## src/lcd_bar_column_renderer_defines.svh

```systemverilog
// Assertion helpers shared by the renderer modules.
`ifndef LCD_BAR_COLUMN_RENDERER_DEFINES_SVH
`define LCD_BAR_COLUMN_RENDERER_DEFINES_SVH

// Same-cycle implication, checked on every rising clock edge outside reset.
`define LCDBAR_ASSERT_IMPL(lbl, ante, cons) \
  lbl: assert property (@(posedge clk_i) disable iff (!rst_ni) (ante) |-> (cons)) \
    else $error("lcdbar assertion failed");

// Next-cycle implication.
`define LCDBAR_ASSERT_NEXT(lbl, ante, cons) \
  lbl: assert property (@(posedge clk_i) disable iff (!rst_ni) (ante) |=> (cons)) \
    else $error("lcdbar assertion failed");

`endif

```

## src/lcdbar_pkg.sv

```systemverilog
package lcdbar_pkg;

  localparam int unsigned MaxBarPages = 8;
  localparam int unsigned QDepth      = 2;
  localparam int unsigned QPtrW       = $clog2(QDepth);

  localparam logic [6:0] WidthReset  = 7'd84;
  localparam logic [7:0] HeightReset = 8'd48;

  // register indexes
  localparam logic CfgWidth  = 1'b0;
  localparam logic CfgHeight = 1'b1;

  localparam logic ActSetCursor = 1'b0;
  localparam logic ActDraw      = 1'b1;

  localparam logic [7:0] CmdColumn = 8'h80;
  localparam logic [7:0] CmdLine   = 8'h40;
  localparam logic [7:0] ByteEmpty = 8'h00;
  localparam logic [7:0] ByteFull  = 8'hFF;

  typedef struct packed {
    logic [6:0] width;
    logic [7:0] height;
  } cfg_t;

  // one classified item, front to back
  typedef struct packed {
    logic       is_draw;
    logic [6:0] col0;   // wrapped start column
    logic [6:0] col1;   // wrapped column after the bar
    logic [4:0] line0;  // wrapped start line
    logic [3:0] lines;  // clamped page count, 1..MaxBarPages
    logic [2:0] mark;   // page holding the partial byte
    logic [3:0] shift;  // 0..8
  } entry_t;

  typedef enum logic [1:0] {
    F_IDLE,
    F_DIV,
    F_PUSH
  } front_state_e;

  typedef enum logic [1:0] {
    B_IDLE,
    B_COL,
    B_LINE,
    B_DATA
  } back_state_e;

  // height/9 + 1, reciprocal multiply is exact for 8-bit heights
  function automatic logic [5:0] line_mod(logic [7:0] h);
    logic [13:0] p;
    p = 14'(h) * 14'd57;
    return 6'(p >> 9) + 6'd1;
  endfunction

  // zero width wraps at 128
  function automatic logic [7:0] col_mod(logic [6:0] w);
    return (w == 7'd0) ? 8'd128 : {1'b0, w};
  endfunction

endpackage

```

## src/lcdbar_rem.sv

```systemverilog
// Restoring remainder, one dividend bit per cycle.
module lcdbar_rem (
  input  logic       clk_i,
  input  logic       rst_ni,
  input  logic       start_i,
  input  logic [7:0] dividend_i,
  input  logic [7:0] divisor_i,
  output logic       busy_o,
  output logic [7:0] rem_o
);

  logic       busy_q, busy_d;
  logic [2:0] cnt_q, cnt_d;
  logic [7:0] dvd_q, dvd_d;
  logic [7:0] div_q, div_d;
  logic [7:0] rem_q, rem_d;
  logic [8:0] trial;

  always_comb begin
    busy_d = busy_q;
    cnt_d  = cnt_q;
    dvd_d  = dvd_q;
    div_d  = div_q;
    rem_d  = rem_q;
    trial  = {rem_q, dvd_q[7]};
    if (start_i) begin
      busy_d = 1'b1;
      cnt_d  = 3'd0;
      dvd_d  = dividend_i;
      div_d  = divisor_i;
      rem_d  = 8'd0;
    end else if (busy_q) begin
      if (trial >= {1'b0, div_q}) begin
        trial = trial - {1'b0, div_q};
      end
      rem_d = trial[7:0];
      dvd_d = {dvd_q[6:0], 1'b0};
      cnt_d = cnt_q + 3'd1;
      if (cnt_q == 3'd7) begin
        busy_d = 1'b0;
      end
    end
  end

  always_ff @(posedge clk_i or negedge rst_ni) begin
    if (!rst_ni) begin
      busy_q <= 1'b0;
      cnt_q  <= 3'd0;
    end else begin
      busy_q <= busy_d;
      cnt_q  <= cnt_d;
    end
  end

  always_ff @(posedge clk_i) begin
    dvd_q <= dvd_d;
    div_q <= div_d;
    rem_q <= rem_d;
  end

  assign busy_o = busy_q;
  assign rem_o  = rem_q;

endmodule

```

## src/lcdbar_front.sv

```systemverilog
// Accepts items, wraps cursor values, clamps the bar and tracks the cursor.
module lcdbar_front (
  input  logic                  clk_i,
  input  logic                  rst_ni,
  input  lcdbar_pkg::cfg_t      cfg_i,
  input  logic                  in_valid_i,
  output logic                  in_stall_o,
  input  logic                  action_i,
  input  logic [7:0]            target_column_i,
  input  logic [7:0]            target_line_i,
  input  logic [3:0]            bar_lines_i,
  input  logic [7:0]            bar_value_i,
  output logic                  push_o,
  output lcdbar_pkg::entry_t    entry_o,
  input  logic                  full_i
);

  lcdbar_pkg::front_state_e state_q, state_d;

  logic [6:0] cur_col_q, cur_col_d;
  logic [4:0] cur_line_q, cur_line_d;
  logic       action_q;
  logic [3:0] lines_q;
  logic [7:0] value_q;

  logic       accept;
  logic       start;
  logic [7:0] col_div;
  logic [5:0] lmod;
  logic       col_busy, line_busy;
  logic [7:0] col_rem, line_rem;

  logic [7:0] col_inc;
  logic [3:0] lines_c;
  logic [6:0] total;
  logic [7:0] value_c;
  logic [6:0] diff;
  logic       full_bar;

  assign col_div = lcdbar_pkg::col_mod(cfg_i.width);
  assign lmod    = lcdbar_pkg::line_mod(cfg_i.height);
  assign accept  = in_valid_i && !in_stall_o;
  assign start   = accept;

  lcdbar_rem u_col_rem (
    .clk_i,
    .rst_ni,
    .start_i    (start),
    .dividend_i ((action_i == lcdbar_pkg::ActDraw) ? {1'b0, cur_col_q} : target_column_i),
    .divisor_i  (col_div),
    .busy_o     (col_busy),
    .rem_o      (col_rem)
  );

  lcdbar_rem u_line_rem (
    .clk_i,
    .rst_ni,
    .start_i    (start),
    .dividend_i ((action_i == lcdbar_pkg::ActDraw) ? {3'b000, cur_line_q} : target_line_i),
    .divisor_i  ({2'b00, lmod}),
    .busy_o     (line_busy),
    .rem_o      (line_rem)
  );

  // bar geometry
  always_comb begin
    if (lines_q == 4'd0) begin
      lines_c = 4'd1;
    end else if (lines_q > 4'(lcdbar_pkg::MaxBarPages)) begin
      lines_c = 4'(lcdbar_pkg::MaxBarPages);
    end else begin
      lines_c = lines_q;
    end
    total    = {lines_c, 3'b000};
    value_c  = (value_q > {1'b0, total}) ? {1'b0, total} : value_q;
    full_bar = (value_c == {1'b0, total});
    diff     = total - 7'd1 - value_c[6:0];
    col_inc  = {1'b0, col_rem[6:0]} + 8'd1;
  end

  always_comb begin
    entry_o.is_draw = (action_q == lcdbar_pkg::ActDraw);
    entry_o.col0    = col_rem[6:0];
    entry_o.col1    = (col_inc == col_div) ? 7'd0 : col_inc[6:0];
    entry_o.line0   = line_rem[4:0];
    entry_o.lines   = lines_c;
    entry_o.mark    = full_bar ? 3'd0 : diff[5:3];
    entry_o.shift   = full_bar ? 4'd0 : ({1'b0, diff[2:0]} + 4'd1);
  end

  always_comb begin
    state_d    = state_q;
    push_o     = 1'b0;
    cur_col_d  = cur_col_q;
    cur_line_d = cur_line_q;
    in_stall_o = (state_q != lcdbar_pkg::F_IDLE);
    unique case (state_q)
      lcdbar_pkg::F_IDLE: begin
        if (accept) begin
          state_d = lcdbar_pkg::F_DIV;
        end
      end
      lcdbar_pkg::F_DIV: begin
        if (!col_busy && !line_busy) begin
          state_d = lcdbar_pkg::F_PUSH;
        end
      end
      lcdbar_pkg::F_PUSH: begin
        if (!full_i) begin
          push_o     = 1'b1;
          cur_col_d  = entry_o.is_draw ? entry_o.col1 : entry_o.col0;
          cur_line_d = entry_o.line0;
          state_d    = lcdbar_pkg::F_IDLE;
        end
      end
      default: state_d = lcdbar_pkg::F_IDLE;
    endcase
  end

  always_ff @(posedge clk_i or negedge rst_ni) begin
    if (!rst_ni) begin
      state_q    <= lcdbar_pkg::F_IDLE;
      cur_col_q  <= 7'd0;
      cur_line_q <= 5'd0;
    end else begin
      state_q    <= state_d;
      cur_col_q  <= cur_col_d;
      cur_line_q <= cur_line_d;
    end
  end

  always_ff @(posedge clk_i) begin
    if (accept) begin
      action_q <= action_i;
      lines_q  <= bar_lines_i;
      value_q  <= bar_value_i;
    end
  end

endmodule

```

## src/lcdbar_fifo.sv

```systemverilog
`include "lcd_bar_column_renderer_defines.svh"

// Short queue of classified items between front and back.
module lcdbar_fifo (
  input  logic               clk_i,
  input  logic               rst_ni,
  input  logic               push_i,
  input  lcdbar_pkg::entry_t wdata_i,
  input  logic               pop_i,
  output lcdbar_pkg::entry_t rdata_o,
  output logic               full_o,
  output logic               empty_o
);

  localparam int unsigned PtrW = (lcdbar_pkg::QPtrW > 0) ? lcdbar_pkg::QPtrW : 1;

  lcdbar_pkg::entry_t mem_q [lcdbar_pkg::QDepth];

  logic [PtrW-1:0] wr_ptr_q, rd_ptr_q;
  logic [PtrW:0]   count_q;

  function automatic logic [PtrW-1:0] ptr_next(logic [PtrW-1:0] p);
    return (p == PtrW'(lcdbar_pkg::QDepth - 1)) ? '0 : p + PtrW'(1);
  endfunction

  assign full_o  = (count_q == (PtrW+1)'(lcdbar_pkg::QDepth));
  assign empty_o = (count_q == '0);
  assign rdata_o = mem_q[rd_ptr_q];

  always_ff @(posedge clk_i or negedge rst_ni) begin
    if (!rst_ni) begin
      wr_ptr_q <= '0;
      rd_ptr_q <= '0;
      count_q  <= '0;
    end else begin
      if (push_i) begin
        wr_ptr_q <= ptr_next(wr_ptr_q);
      end
      if (pop_i) begin
        rd_ptr_q <= ptr_next(rd_ptr_q);
      end
      if (push_i && !pop_i) begin
        count_q <= count_q + (PtrW+1)'(1);
      end else if (pop_i && !push_i) begin
        count_q <= count_q - (PtrW+1)'(1);
      end
    end
  end

  always_ff @(posedge clk_i) begin
    if (push_i) begin
      mem_q[wr_ptr_q] <= wdata_i;
    end
  end

  `LCDBAR_ASSERT_IMPL(a_no_push_full, push_i, count_q != (PtrW+1)'(lcdbar_pkg::QDepth))
  `LCDBAR_ASSERT_IMPL(a_no_pop_empty, pop_i, count_q != '0)

endmodule

```

## src/lcdbar_back.sv

```systemverilog
`include "lcd_bar_column_renderer_defines.svh"

// Walks one classified item and emits its byte stream through an output register.
module lcdbar_back (
  input  logic               clk_i,
  input  logic               rst_ni,
  input  lcdbar_pkg::cfg_t   cfg_i,
  input  lcdbar_pkg::entry_t entry_i,
  input  logic               empty_i,
  output logic               pop_o,
  output logic               out_valid_o,
  input  logic               out_stall_i,
  output logic               is_data_o,
  output logic [7:0]         out_byte_o,
  output logic               last_o
);

  lcdbar_pkg::back_state_e state_q, state_d;
  lcdbar_pkg::entry_t      ent_q, ent_d;

  logic [2:0] page_q, page_d;
  logic [4:0] line_q, line_d;
  logic       final_q, final_d;

  logic       out_valid_q, out_valid_d;
  logic       out_data_q, out_data_d;
  logic [7:0] out_byte_q, out_byte_d;
  logic       out_last_q, out_last_d;

  logic       out_free;
  logic       emit;
  logic [5:0] lmod;
  logic [5:0] line_inc;
  logic [7:0] page_byte;

  assign lmod     = lcdbar_pkg::line_mod(cfg_i.height);
  assign out_free = !out_valid_q || !out_stall_i;
  assign line_inc = {1'b0, line_q} + 6'd1;

  always_comb begin
    if (page_q < ent_q.mark) begin
      page_byte = lcdbar_pkg::ByteEmpty;
    end else if (page_q == ent_q.mark) begin
      page_byte = lcdbar_pkg::ByteFull << ent_q.shift;
    end else begin
      page_byte = lcdbar_pkg::ByteFull;
    end
  end

  always_comb begin
    state_d    = state_q;
    ent_d      = ent_q;
    page_d     = page_q;
    line_d     = line_q;
    final_d    = final_q;
    pop_o      = 1'b0;
    emit       = 1'b0;
    out_data_d = out_data_q;
    out_byte_d = out_byte_q;
    out_last_d = out_last_q;
    unique case (state_q)
      lcdbar_pkg::B_IDLE: begin
        if (!empty_i) begin
          pop_o   = 1'b1;
          ent_d   = entry_i;
          page_d  = 3'd0;
          line_d  = entry_i.line0;
          final_d = !entry_i.is_draw;
          state_d = lcdbar_pkg::B_COL;
        end
      end
      lcdbar_pkg::B_COL: begin
        if (out_free) begin
          emit       = 1'b1;
          out_data_d = 1'b0;
          out_byte_d = lcdbar_pkg::CmdColumn |
                       {1'b0, (ent_q.is_draw && final_q) ? ent_q.col1 : ent_q.col0};
          out_last_d = 1'b0;
          state_d    = lcdbar_pkg::B_LINE;
        end
      end
      lcdbar_pkg::B_LINE: begin
        if (out_free) begin
          emit       = 1'b1;
          out_data_d = 1'b0;
          out_byte_d = lcdbar_pkg::CmdLine | {3'b000, line_q};
          out_last_d = final_q;
          state_d    = final_q ? lcdbar_pkg::B_IDLE : lcdbar_pkg::B_DATA;
        end
      end
      lcdbar_pkg::B_DATA: begin
        if (out_free) begin
          emit       = 1'b1;
          out_data_d = 1'b1;
          out_byte_d = page_byte;
          out_last_d = 1'b0;
          state_d    = lcdbar_pkg::B_COL;
          if ({1'b0, page_q} == ent_q.lines - 4'd1) begin
            // cursor pair one column right on the start line
            final_d = 1'b1;
            line_d  = ent_q.line0;
          end else begin
            page_d = page_q + 3'd1;
            line_d = (line_inc == lmod) ? 5'd0 : line_inc[4:0];
          end
        end
      end
      default: state_d = lcdbar_pkg::B_IDLE;
    endcase
    out_valid_d = emit || (out_valid_q && out_stall_i);
  end

  always_ff @(posedge clk_i or negedge rst_ni) begin
    if (!rst_ni) begin
      state_q     <= lcdbar_pkg::B_IDLE;
      out_valid_q <= 1'b0;
    end else begin
      state_q     <= state_d;
      out_valid_q <= out_valid_d;
    end
  end

  always_ff @(posedge clk_i) begin
    ent_q      <= ent_d;
    page_q     <= page_d;
    line_q     <= line_d;
    final_q    <= final_d;
    out_data_q <= out_data_d;
    out_byte_q <= out_byte_d;
    out_last_q <= out_last_d;
  end

  assign out_valid_o = out_valid_q;
  assign is_data_o   = out_data_q;
  assign out_byte_o  = out_byte_q;
  assign last_o      = out_last_q;

  `LCDBAR_ASSERT_IMPL(a_last_is_line_cmd, out_valid_q && out_last_q,
                      !out_data_q && (out_byte_q[7:6] == 2'b01))
  `LCDBAR_ASSERT_IMPL(a_pop_only_idle, pop_o,
                      (state_q == lcdbar_pkg::B_IDLE) && !empty_i)

endmodule

```

## src/lcd_bar_column_renderer.sv

```systemverilog
// Channel | Direction | Handshake                  | Payload
// in      | input     | in_valid_i / in_stall_o    | action, target_column, target_line,
//         |           |                            | bar_lines, bar_value
// out     | output    | out_valid_o / out_stall_i  | is_data, out_byte, last
// cfg     | input     | cfg_we_i (no wait)         | cfg_idx_i, cfg_wdata_i
//
// Front: the accept edge starts two serial remainder units; once both are done and
// the queue has room, F_PUSH pushes, and no new item is taken before that push.
// Back: pops an item, then a byte per cycle unless the output stalls: 2 bytes for set
// cursor, 3*pages + 2 for a draw (5..26); the back paces draws of 3 pages or more.
// Reset: cursor at column 0 line 0, width 84, height 48, queue and output empty.
// A stalled output holds its byte; the back then waits, the two-entry queue
// fills and the front stalls its input.
module lcd_bar_column_renderer (
  input  logic       clk_i,
  input  logic       rst_ni,
  // input transactions
  input  logic       in_valid_i,
  output logic       in_stall_o,
  input  logic       action_i,
  input  logic [7:0] target_column_i,
  input  logic [7:0] target_line_i,
  input  logic [3:0] bar_lines_i,
  input  logic [7:0] bar_value_i,
  // output transactions
  output logic       out_valid_o,
  input  logic       out_stall_i,
  output logic       is_data_o,
  output logic [7:0] out_byte_o,
  output logic       last_o,
  // configuration writes
  input  logic       cfg_we_i,
  input  logic       cfg_idx_i,
  input  logic [7:0] cfg_wdata_i
);

  lcdbar_pkg::cfg_t   cfg_q;
  lcdbar_pkg::entry_t push_entry, pop_entry;

  logic push, pop, full, empty;

  // config registers; the user must write them only while idle, the block does not enforce it
  always_ff @(posedge clk_i or negedge rst_ni) begin
    if (!rst_ni) begin
      cfg_q.width  <= lcdbar_pkg::WidthReset;
      cfg_q.height <= lcdbar_pkg::HeightReset;
    end else if (cfg_we_i) begin
      case (cfg_idx_i)
        lcdbar_pkg::CfgWidth:  cfg_q.width  <= cfg_wdata_i[6:0];
        lcdbar_pkg::CfgHeight: cfg_q.height <= cfg_wdata_i;
        default: ;
      endcase
    end
  end

  // front: wraps coordinates, clamps the bar, keeps its own copy of the cursor
  lcdbar_front u_front (
    .clk_i,
    .rst_ni,
    .cfg_i           (cfg_q),
    .in_valid_i,
    .in_stall_o,
    .action_i,
    .target_column_i,
    .target_line_i,
    .bar_lines_i,
    .bar_value_i,
    .push_o          (push),
    .entry_o         (push_entry),
    .full_i          (full)
  );

  lcdbar_fifo u_fifo (
    .clk_i,
    .rst_ni,
    .push_i  (push),
    .wdata_i (push_entry),
    .pop_i   (pop),
    .rdata_o (pop_entry),
    .full_o  (full),
    .empty_o (empty)
  );

  // back: byte sequencer, one output register
  lcdbar_back u_back (
    .clk_i,
    .rst_ni,
    .cfg_i       (cfg_q),
    .entry_i     (pop_entry),
    .empty_i     (empty),
    .pop_o       (pop),
    .out_valid_o,
    .out_stall_i,
    .is_data_o,
    .out_byte_o,
    .last_o
  );

endmodule

```

## config.mk

```make
export PLATFORM = sky130hd
export DESIGN_NAME = lcd_bar_column_renderer
export DESIGN_NICKNAME = d
export VERILOG_FILES = /design/src/lcdbar_pkg.sv /design/src/lcdbar_rem.sv /design/src/lcdbar_front.sv /design/src/lcdbar_fifo.sv /design/src/lcdbar_back.sv /design/src/lcd_bar_column_renderer.sv
export VERILOG_INCLUDE_DIRS = /design/src /design/src/src
export SDC_FILE = /design/constraint.sdc
export NUM_CORES = 1
export LEC_CHECK = 0
export BUFFER_PORTS_ARGS = -buffer_cell sky130_fd_sc_hd__buf_2
export CAP_MARGIN = 20
export CELL_PAD_IN_SITES_DETAIL_PLACEMENT = 1
export CELL_PAD_IN_SITES_GLOBAL_PLACEMENT = 1
export CORE_AREA = 2 2 143 201
export CTS_CLUSTER_DIAMETER = 120
export CTS_CLUSTER_SIZE = 16
export DETAILED_ROUTE_END_ITERATION = 6
export DIE_AREA = 0 0 145 203
export GPL_TIMING_DRIVEN = 0
export PLACE_DENSITY_LB_ADDON = 0.08
export SYNTH_ARGS = -nofsm -noshare
export SYNTH_HDL_FRONTEND = slang
export SYNTH_SLANG_ARGS = --single-unit
```

## constraint.sdc

```tcl
create_clock -name clk_i -period 10.6 [get_ports clk_i]
set_clock_uncertainty 0.2 [all_clocks]
set_input_delay 1.06 -clock clk_i [delete_from_list [all_inputs] [get_ports clk_i]]
set_output_delay 1.06 -clock clk_i [all_outputs]
set_load 0.03 [all_outputs]
```

[Word level (Yosys, flattened, before mapping)]
Memories as Yosys holds them, arrays and structs flattened.
Index checks and enable logic that the tools add are counted.
Operators by class
  add/sub/neg operators: 16
  multipliers: 1
  magnitude comparators: 5
  equality and inequality tests: 24
  shift-type cells: 1
  mux-type cells: 73
  bitwise logic cells: 3
  reduce and logical (&&, ||, !) cells: 44
Operator list (count)
  8-bit 2-to-1 mux: 15
  3-bit 2-to-1 mux: 8
  8-bit one-hot mux with 3 select lines: 1
  1-bit 2-to-1 mux: 22
  7-bit 2-to-1 mux: 3
  2-bit 2-to-1 mux: 10
  5-bit 2-to-1 mux: 4
  2-bit by 1-bit != test with 1-bit output, second input constant: 8
  4-bit AND reduction: 4
  8-bit by 6-bit multiplier with 14-bit output, second input constant: 1
  2-bit nonzero test: 7
  5-bit by 1-bit adder with 6-bit output, second input constant: 2
  4-bit 2-to-1 mux: 3
  3-bit AND reduction: 4
  5-bit one-hot mux with 2 select lines: 1
  3-bit by 1-bit adder with 3-bit output, second input constant: 3
  9-bit by 6-bit >= comparator with 1-bit output: 1
  9-bit by 8-bit >= comparator with 1-bit output: 1
  7-bit by 1-bit adder with 8-bit output, second input constant: 1
  2-bit equality test, second input constant: 4
  8-bit by 7-bit equality test with 1-bit output: 1
  8-bit equality test: 1
  8-bit by 7-bit > comparator with 1-bit output: 1
  1-bit zero test: 8
  other kinds (32): 53
Word-level totals
  bits in registers: 153
  RAM bits: 62
  output and inout port bits: 12
  word-level logic and storage cells: 204
  memories: 1
Memory list
  u_fifo.mem_q: words 2, bits a word 31, rd ports 1, clocked after Yosys merged registers in 0, write ports 1, line lcdbar_fifo.sv:17  | lcdbar_pkg::entry_t mem_q [lcdbar_pkg::QDepth];

[Longest topological paths before layout]
Gate-level depths: netlist (run 1).
  depth after elaboration: 8
  mapped depth: 16

[Modules after synthesis]
A second synthesis (run 1) with hierarchy kept.
Second synthesis, totals
  cell total of the unflattened synthesis: 1043
  area, all modules: 12513.3 sq um
By module, submodules not included
  lcdbar_back: times used 1, cells an instance 316, area each 3544.6 sq um
  lcdbar_front: times used 1, cells an instance 316, area each 2817.7 sq um
  lcdbar_fifo: times used 1, cells an instance 113, area each 2577.5 sq um
  lcdbar_rem at u_front.u_line_rem: times used 1, cells an instance 130, area each 1492.7 sq um
  lcdbar_rem at u_front.u_col_rem: times used 1, cells an instance 135, area each 1472.7 sq um
  lcd_bar_column_renderer: times used 1, cells an instance 33, area each 608.1 sq um

[Worst setup path before layout (run 1)]
OpenSTA, ideal clock, no wires.
  path type: register -> register
  from: register cfg_q[4] (netlist name)
  to: register u_back.line_q[0], data pin
  library setup time: 0.271 ns
  arrival: 4.033 ns
  required time: 10.129 ns
  setup slack: 6.096 ns
  stages on the path, launching flop included: 14
  path buffers: 0
  period minus slack after synthesis: 4.504 ns
  path through: dfstp_2 > inv_1 > fa_1 > inv_1 > fa_1 > ha_1 > ha_1 > and2_1 > o21a_1 > o21ai_0 > nor3b_1 > mux2_2 > nor4_4 > a31oi_1
On the way
  word-level cells in the longest chain between the ends: 7
RTL lines
  start, declared: line lcd_bar_column_renderer.sv:37  | lcdbar_pkg::cfg_t cfg_q;
  8-bit by 6-bit multiplier with 14-bit output: line lcdbar_pkg.sv:54  | p = 14'(h) * 14'd57;
  5-bit by 1-bit adder with 6-bit output: line lcdbar_pkg.sv:55  | return 6'(p >> 9) + 6'd1;
  6-bit equality test: line lcdbar_back.sv:104  | line_d = (line_inc == lmod) ? 5'd0 : line_inc[4:0];
  5-bit 2-to-1 mux: line lcdbar_back.sv:104
  5-bit 2-to-1 mux: line lcdbar_back.sv:98  | if ({1'b0, page_q} == ent_q.lines - 4'd1) begin
  5-bit 2-to-1 mux: line lcdbar_back.sv:92  | if (out_free) begin
  5-bit one-hot mux with 2 select lines: line lcdbar_back.sv:61  | unique case (state_q)
  named net u_back.line_d[0]: line lcdbar_back.sv:22  | logic [4:0] line_q, line_d;
  end signal, assigned: line lcdbar_back.sv:126  | line_q <= line_d;
  end, declared: line lcdbar_back.sv:22
The timed path passes the listed nets, and every way through them passes these cells. The select of a mux whose other input is x is not followed.
A chain may end at the register's enable or synchronous reset.

[Worst setup path in the final report (run 1)]
  from: register cfg_q[4] (netlist name)
  to: register u_back.line_q[1], data pin
The elaborated chain is that of the path after synthesis.

==> metrics.txt, run 1 <==
post-synthesis cell area=10960 um^2; Lkg Pwr=roughly 5.0 nW; PortBufs=54; Tightest Hold Check Type=input pin to asynchronous set/reset pin; Final WS setup=approximately 5.5 ns; top cell type's share of synthesized area=0.4246; initial antenna violation count=0; flop and latch count out of synthesis=about 220; share of cells above drive strength 1=0.1640; gpl congestion=approximately 0.76; Area growth syn-to-layout=12.05%; worst hold slack=0.2632 ns; final-report setup violation count=0; core area=roughly 27000 um^2; Antenna diodes=0; Post-synth ARST share=0.2047; EDFF count, synth=155; sequential fraction of the synthesis area=0.5548; pin count of the biggest net entering global routing=35; Layout Cell Area excl Fill=12280 um^2; max frequency=approximately 0.20 GHz; Root Driver=clkbuf_16; IO Pins=55; Final Hold Viols=0; Worst-Skew Late Latency=0.48 ns; DR iter-0 viols=between 200 and 250; syn_nets=between 1000 and 1500; Slew @ Worst Pin=0.9679 ns; top-count cell post-synth=edfxtp_1; placed cells=about 1300; CTS tree=yes; CP peak stage delay=about 0.6 ns; fillers=roughly 3000; Chip Height=203 um; Crit. End Element=flop; RSZ-0062 raised after global routing=no; gr ovfl total=0; Yosys warning count=0; row cnt=72; commonest cells in the netlist=155 x edfxtp_1, 76 x inv_1, 67 x nor2_1, 62 x ha_1, 58 x nand2_1; vias in the first global route=around 7500; leading register cell type out of synthesis=edfxtp_1; DRT Pass-1 Iters=4; leading area contributor after synthesis=edfxtp_1; final non-filler cell total=between 1000 and 1500; crit path kind=flop to flop; DR vias=6853; final antenna-violating net count=0; fin crit period=slightly above 5 ns; fin util=0.4470; Total Power=between 3 and 4 mW; status=complete, no violations; worst-path cell chain=inv_1 -> fa_1 -> inv_1 -> fa_1 -> ha_1 -> ha_1 -> and2_1 -> o21a_1 -> o21ai_0 -> nor3b_1 -> mux2_2 -> nor4_4 -> a31oi_1; clk sinks=215; DRC Markers=0; routed wire length per instance=between 15 and 20 um; htree depth=1; clock-pin slew on the worst setup and hold paths=approximately 0.07 ns; CP max stage cell=dfstp_2; worst-path fanout max=5; vias per cell=5.046; Starting Density=0.3990; first-pass GRT wire length=between 40000 and 50000 um; distinct cell type count after synthesis=between 60 and 70; post-cts sizing count=0; Setup crit start kind=flop; die width=between 100 and 150 um; Mapped Cells=900; setup TNS=0 ns; nets=about 1100; Placed Instance Area=~12000 um^2; Total Routing Usage GR=0.1714; die area=29440 um^2; CP arrival=slightly above 5 ns; Place WS=5.461 ns; period utilisation layout=0.4829; HPWL after DPL=18680 um; cell area power density=316.5 nW/um^2; # Post-CTS Setup Buffers=0; final max-slew violation count=0; Num CTS Buffers=17; syn avg cell area=12.18 um^2; worst rel slew slack=0.3488; Max clock buf depth=3; CP required=~11 ns; main area contributors after synthesis=edfxtp_1 42%, dfrtp_1 8.9%, ha_1 7.1%, mux2_2 5.5%, mux2i_1 3.3%; # Max-Cap Violations=0; final WL=24650 um; Post-CTS Hold Fix Bufs=0; peak supply drop=115.9 uV
## placed cells by master (no fill, tap or decap), types with 24 or more instances in the layout
cell type | synthesis | layout
inv_1 | 76 | 76
nand3_1 | 24 | 24
ha_1 | 62 | 62
buf_2 | 1 | 57
clkbuf_1 | 28 | 39
edfxtp_1 | 155 | 155
nand2_1 | 58 | 58
xor2_1 | 31 | 31
nor2_1 | 67 | 67
o21ai_0 | 47 | 47
dfrtp_1 | 39 | 39
mux2i_1 | 36 | 36
a21oi_1 | 39 | 39
mux2_2 | 54 | 54
## path summary, 6_finish.rpt
path                                           startpoint                              to  slack [ns]  cells after the start
max                                  cfg_q[4]$_DFFE_PN1P_      u_back.line_q[1]$_DFFE_PP_        5.48                     13
min                                                rst_ni           cfg_q[11]$_DFFE_PN0P_        0.26                      1
max reg2reg                          cfg_q[4]$_DFFE_PN1P_      u_back.line_q[1]$_DFFE_PP_        5.48                     13
min reg2reg                u_front.state_q[1]$_DFFE_PN0P_  u_front.state_q[0]$_DFFE_PN0P_        0.30                      1
max in group asynchronous                          rst_ni           cfg_q[14]$_DFFE_PN1P_        9.40                      2
min in group clk_i         u_front.state_q[1]$_DFFE_PN0P_  u_front.state_q[0]$_DFFE_PN0P_        0.30                      1
## sequential cells by signal, indices dropped and copies added, names as in the netlist, 8 cells and up
register	count
u_front.u_col_rem.rem_o	8
u_fifo.mem_q	62
u_back.out_byte_o	8
u_front.u_col_rem.dvd_q	8
u_front.u_line_rem.dvd_q	8
u_back.ent_q	31
u_front.value_q	8
u_front.u_col_rem.div_q	8
u_front.u_line_rem.rem_o	8
cfg_q	15
## power breakdown
group	total [mW]	switching (mW)	internal, mW
registers	1.50	0.208	1.29
clock network	0.596	0.292	0.304
logic	1.80	1.05	0.748
## metal layers
layer  up-vias  share of wire  GRT usage
met5         -              0          0
met3        22          0.020    0.01618
met1      3419           0.43     0.2066
li1       3340              -          -
met2        72           0.54     0.3316
met4         0          0.014    0.03324
## worst max-delay path, delay by kind of cell (launching register included)
family,cells,cell delay (ns)
and+or+nand+nor,3,1.17
adders and majority gates,4,1.57
buffers and inverters,2,0.15
DFF,1,0.60
muxes,1,0.44
AOI/OAI and AO/OA,3,0.73
## logic make-up (layout without fill, tap and decap cells)
logic type / Yosys count / after routing / share of synthesized area
muxes: 91 / 91 / 0.08972
adders and majority gates: 75 / 75 / 0.09451
DFF: 215 / 215 / 0.5548
xor gates and xnor gates: 54 / 54 / 0.04315
buffers and inverters: 111 / 199 / 0.04212
and+or+nand+nor: 216 / 216 / 0.09782
AOI/OAI and AO/OA: 138 / 138 / 0.07785
## final cells by class
| cell class | instances | area (um^2) | area share |
|---|---|---|---|
| clock buffers | 28 | 466.7 | 0.03800 |
| multi-input cells | 574 | 4427 | 0.3604 |
| inverters | 76 | 285.3 | 0.02323 |
| repair buffers | 59 | 370.4 | 0.03015 |
| clock inverters | 1 | 11.26 | 0.0009168 |
| plain buffers | 35 | 177.7 | 0.01446 |
| flip-flops and latches | 215 | 6082 | 0.4952 |
| well taps | 370 | 462.9 | 0.03769 |
No activity file was read; power rests on OpenSTA's default activity.
==> run 2, diff against run 1 <==
==> constraint.sdc (replaced) <==
create_clock -name clk_i -period 4.42 [get_ports clk_i]
set_clock_uncertainty 0.2 [all_clocks]
set_input_delay 0.442 -clock clk_i [delete_from_list [all_inputs] [get_ports clk_i]]
set_output_delay 0.442 -clock clk_i [all_outputs]
set_load 0.03 [all_outputs]
==> run 2 against run 1 <==
Global-route usage is 0.95 points higher. Core utilization is 1.7 points higher. Clock-buffer cell count stayed put. Largest cell class unchanged. Critical path depth is 3 higher. Register-to-register slack worse by 5.4 ns. Via count is 2.2% higher. Clock power is 140% higher. First-iteration DRC count is 6.1% lower. Largest power group unchanged. Sequential share of layout area is 1.8 points lower. Total power grew to 2.6 times the previous value. Cell area is 3.9% higher. Routed wire length is 5.6% higher.
==> metrics.txt, run 2 (same netlist as run 1, synthesis figures left out) <==
Starting Density=0.3990; fin util=0.4644; die width=145 um; RSZ-0062 raised after global routing=yes; htree depth=1; gr ovfl total=0; # Max-Cap Violations=0; final non-filler cell total=~1400; Num CTS Buffers=17; share of cells above drive strength 1=0.1935; DR vias=around 7000; Total Routing Usage GR=0.1809; cell area power density=780.9 nW/um^2; row cnt=between 70 and 80; Chip Height=roughly 200 um; die area=slightly below 30000 um^2; area of the multi-input gates=roughly 4600 um^2; IO Pins=55; status=complete, no violations; core area=around 27000 um^2; CTS tree=yes; Slew @ Worst Pin=a little over 0.9 ns; final-report setup violation count=0; fin crit period=4.361 ns; Top Registers=u_fifo.mem_q x62, u_back.ent_q x31, cfg_q x15; period utilisation layout=0.9866; vias per cell=around 5; max frequency=around 0.23 GHz; clk sinks=around 220; Setup crit start kind=flop; Placed Instance Area=around 12000 um^2; met2 WL post-DR=between 10000 and 15000 um; crit path kind=flop to flop; Lkg Pwr=around 5.1 nW; Top Layer Used=met4; nets=~1100; routed wire length per instance=18.76 um; vias in the first global route=about 7800; DRC Markers=0; placed cells=between 1000 and 1500; met1 WL=~10000 um; first-pass GRT wire length=roughly 42000 um; met3 wire len=between 700 and 800 um; Area growth syn-to-layout=16.40%; Total Power=9.964 mW; worst rel slew slack=0.3875; Reg area=a little over 6000 um^2; final WL=about 26000 um; final antenna-violating net count=0; Final Hold Viols=0; commonest non-fill, non-tap cell in the layout=edfxtp_1; Max clock buf depth=3; clock-pin slew on the worst setup and hold paths=approximately 0.070 ns; hold path depth=2; DRT Pass-1 Iters=4; pin count of the biggest net entering global routing=35; Antenna diodes=0; Final WS setup=a little under 0.06 ns; peak supply drop=roughly 390 uV; final max-slew violation count=0; Tightest Hold Check Type=input pin to flop; FF-to-FF path depth=16; CP required=4.57 ns; gpl congestion=roughly 0.76; initial antenna violation count=0; CP arrival=around 4.5 ns; Root Driver=clkbuf_16; DR iter-0 viols=200; Layout Cell Area excl Fill=~13000 um^2; HPWL after DPL=about 19000 um; Worst-Skew Late Latency=around 0.50 ns; leading cell types in the layout, fill and taps excluded=155 x edfxtp_1, 73 x inv_1, 67 x nor2_1; worst-path fanout max=5; fillers=between 2000 and 3000; PortBufs=54; Crit. End Element=flop; Place WS=-0.5267 ns; largest reg by FF count=u_fifo.mem_q; max FFs per register=between 60 and 70
[run 2: changes by cell type in the layout (fill, tap and decap cells not counted), sizes merged]
cell,change
inv,+1
buf,+11
dlygate4sd3,+18
[run 2: worst max-delay path: stages (launching register included)]
cell	delay [ns]
dfstp_2	0.55
inv_2	0.05
fa_1	0.47
inv_1	0.05
fa_2	0.55
ha_4	0.21
ha_4	0.26
nand3_1	0.13
o21ba_4	0.25
a21oi_4	0.20
a211oi_2	0.06
buf_4	0.17
mux2_4	0.31
a2111oi_4	0.35
nor4_4	0.08
buf_4	0.17
a31oi_1	0.16
[run 2: area by class of cell]
type | count | area share
Inverter | 76 | 0.02236
Clock inverter | 2 | 0.001569
Tap cell | 370 | 0.03628
Timing Repair Buffer | 88 | 0.05001
Clock buffer | 28 | 0.03658
Sequential cell | 215 | 0.4767
Buffer | 35 | 0.01392
Multi-Input combinational cell | 574 | 0.3626
[run 2: stage by stage]
stage	hold WS (ns)	setup TNS, ns
floorplan	-0.05359	0
global placement	0.2669	-2.353
detailed placement	0.1606	-2.568
CTS	0.006828	0
global route	0.006551	-0.4948
finish	0.01987	0
[run 2: what timing repair did]
| action | 4_1_cts | 5_1_grt |
|---|---|---|
| pin swaps | 16 | 8 |
| endpoints found under the setup margin | 5 | 5 |
| buffers inserted | 6 | 5 |
| endpoints found under the hold margin | 58 | 0 |
| gates resized for setup | 24 | 9 |
| hold buffers | 18 | 0 |
[run 2: report_power, final]
group,internal (mW),switching [mW],total [mW]
Sequential,3.09,0.497,3.58
Clock,0.733,0.722,1.45
Combinational,2.16,2.77,4.93
[run 2: metal layers]
| layer | vias up | global-route usage |
|---|---|---|
| li1 | 3391 | - |
| met1 | 3496 | 0.2066 |
| met2 | 88 | 0.3565 |
| met3 | 30 | 0.02157 |
| met4 | 0 | 0.04243 |
| met5 | - | 0 |
[run 2: worst paths after layout]
path | end | from | slack [ns]
setup / recovery | u_back.line_q[0]$_DFFE_PP_ | cfg_q[4]$_DFFE_PN1P_ | 0.06
hold / removal | cfg_q[9]$_DFFE_PN0P_ | cfg_wdata_i[1] | 0.02
setup reg to reg | u_back.line_q[0]$_DFFE_PP_ | cfg_q[4]$_DFFE_PN1P_ | 0.06
hold reg to reg | u_front.state_q[0]$_DFFE_PN0P_ | u_front.state_q[1]$_DFFE_PN0P_ | 0.31
max in group asynchronous | cfg_q[5]$_DFFE_PN1P_ | rst_ni | 3.27
min in group asynchronous | u_front.u_col_rem.cnt_q[1]$_DFFE_PN0P_ | rst_ni | 0.18
==> run 3, diff against run 2 <==
--- a/config.mk
+++ b/config.mk
@@ -11,12 +11,14 @@
 export CELL_PAD_IN_SITES_DETAIL_PLACEMENT = 1
 export CELL_PAD_IN_SITES_GLOBAL_PLACEMENT = 1
 export CORE_AREA = 2 2 143 201
+export CTS_BUF_LIST = sky130_fd_sc_hd__clkbuf_4
 export CTS_CLUSTER_DIAMETER = 120
 export CTS_CLUSTER_SIZE = 16
 export DETAILED_ROUTE_END_ITERATION = 6
 export DIE_AREA = 0 0 145 203
 export GPL_TIMING_DRIVEN = 0
 export PLACE_DENSITY_LB_ADDON = 0.08
+export REMOVE_ABC_BUFFERS = 1
 export SYNTH_ARGS = -nofsm -noshare
 export SYNTH_HDL_FRONTEND = slang
 export SYNTH_SLANG_ARGS = --single-unit
==> run 3 against run 2 <==
Fmax up 0.59%. Total power up 2.2%. Clock-buffer cell count unchanged. Sequential share of layout area up 0.11 points. Hold slack better by 0.048 ns. Global-route usage down 0.27 points. Register-to-register slack better by 0.03 ns. Die area unchanged. First-iteration DRC count down 8.0%. Cell area down 0.22%. Critical path depth unchanged. Critical path type unchanged. Largest cell class unchanged.
==> metrics.txt, run 3 (same netlist as run 1, synthesis figures left out) <==
status=complete, no violations; hold path depth=3; crit path kind=flop to flop; worst rel slew slack=0.3544; Total Routing Usage GR=0.1782; Chip Height=around 200 um; Top Registers=u_fifo.mem_q x62, u_back.ent_q x31, cfg_q x15; gr ovfl total=0; Worst path top cell family by delay=adder cells; htree depth=1; M2 GR Usage=0.3546; share of cells above drive strength 1=0.2197; final-report setup violation count=0; largest reg by FF count=u_fifo.mem_q; met1 usage=0.1974; final antenna-violating net count=0; Crit. End Element=flop; row cnt=72; placed cells=1294; CP arrival=4.64 ns; Hold Crit Start=target_column_i[6]; Worst-Skew Late Latency=0.63 ns; commonest non-fill, non-tap cell in the layout=edfxtp_1; die width=between 100 and 150 um; worst-path fanout max=5; WP depth=16; first-pass GRT wire length=just over 40000 um; WP buf/inv=4; Reg area=a little over 6000 um^2; Hold EP=u_front.u_col_rem.dvd_q[6]$_DFFE_PP_; Num CTS Buffers=17; FF-to-FF path depth=16; max FFs per register=62; CP peak stage delay=0.52 ns; vias per cell=~5.1; nets=1114; clock-pin slew on the worst setup and hold paths=around 0.19 ns; DR iter-0 viols=between 150 and 200; DRC Markers=0; Layout Cell Area excl Fill=12730 um^2; fillers=2907; Setup crit start kind=flop; max frequency=0.2307 GHz; r2r endpoint=u_back.line_q[2]$_DFFE_PP_; area of the multi-input gates=4786 um^2; PortBufs=54; clk sinks=between 200 and 250; Starting Density=0.3990; worst-path cell chain=inv_1 -> fa_1 -> inv_1 -> fa_1 -> ha_1 -> ha_4 -> nand3_4 -> o21ba_4 -> buf_12 -> a21oi_4 -> a211oi_4 -> mux2_4 -> a2111oi_4 -> nor4_4 -> buf_4 -> a31oi_1; Area growth syn-to-layout=16.14%; CP max stage cell=fa_1; Root Driver=clkbuf_4; worst hold slack=a little under 0.07 ns; core area=about 27000 um^2; period utilisation layout=0.9809; flop2flop setup slack=0.08 ns; vias in the first global route=7664; M3 GR Usage=0.01798; Top Usage Layer GRT=met2; Slew @ Worst Pin=between 0.9 and 1 ns; Tightest Hold Check Type=input pin to flop; final max-slew violation count=0; Max clock buf depth=3; final non-filler cell total=between 1000 and 1500; pin count of the biggest net entering global routing=42; final WL=26060 um; die area=29440 um^2; DR vias=6999; CP required=between 4 and 5 ns; r2r startpoint=cfg_q[2]$_DFFE_PN0P_; Place WS=-0.9880 ns; IO Pins=between 50 and 60; peak supply drop=approximately 560 uV; Final WS setup=approximately 0.084 ns; Placed Instance Area=11640 um^2; Final Hold Viols=0; gpl congestion=between 0.7 and 0.8; # Max-Cap Violations=0; DRT Pass-1 Iters=4; cell area power density=799.5 nW/um^2; routed wire length per instance=between 15 and 20 um; HPWL after DPL=approximately 19000 um; initial antenna violation count=2; RSZ-0062 raised after global routing=yes; fin crit period=between 4 and 5 ns; leading cell types in the layout, fill and taps excluded=155 x edfxtp_1, 72 x inv_1, 67 x nor2_1; CTS tree=yes; Total Power=10.18 mW; Lkg Pwr=approximately 5 nW
[run 3: how the worst max path moves through the flow]
stage,from,to
3_3_place_gp,cfg_q[4]$_DFFE_PN1P_,u_back.line_q[0]$_DFFE_PP_
3_5_place_dp,cfg_q[4]$_DFFE_PN1P_,u_back.line_q[1]$_DFFE_PP_
4_1_cts,cfg_q[4]$_DFFE_PN1P_,u_back.line_q[1]$_DFFE_PP_
5_1_grt,cfg_q[1]$_DFFE_PN0P_,u_back.line_q[3]$_DFFE_PP_
6_report,cfg_q[2]$_DFFE_PN0P_,u_back.line_q[2]$_DFFE_PP_
2_1_floorplan,cfg_q[4]$_DFFE_PN1P_,u_back.line_q[0]$_DFFE_PP_
[run 3: final cells by class]
type	count	share of cell area
clock buffer	28	0.01651
timing repair buffer	112	0.06978
clock inverter	1	0.0008845
tap	370	0.03636
antenna	2	0.0003931
multi-input combinational	574	0.3759
inverter	76	0.02241
sequential	215	0.4777
[run 3: timing repair]
action / in CTS / in global routing
hold endpoints to repair: 82 / 0
resized for setup: 27 / 27
setup buffers: 10 / 5
pin swaps: 16 / 22
setup endpoints to repair: 9 / 5
hold buffers: 37 / 0
[run 3: where the power goes]
group	internal, mW	switching, mW	total (mW)
Clock	0.291	0.622	0.913
Combinational	2.56	3.04	5.60
Sequential	3.08	0.585	3.66
[run 3: routing by layer]
layer | up-vias | part of all wire
li1 | 3378 | -
met1 | 3510 | 0.40
met2 | 82 | 0.56
met3 | 29 | 0.021
met4 | 0 | 0.025
met5 | - | 0
[run 3: tightest hold or removal path, cell delays in order]
cell     delay, ns
buf_2         0.09
mux2i_1       0.10
o21ai_0       0.18
[run 3: per-stage QoR]
stage | util | setup TNS, ns
6_report | 0.4633 | 0
5_1_grt | 0.4633 | -0.3759
4_1_cts | 0.4549 | 0
3_5_place_dp | 0.4236 | -5.841
3_3_place_gp | 0.4192 | -32.25
2_1_floorplan | - | -0.3965
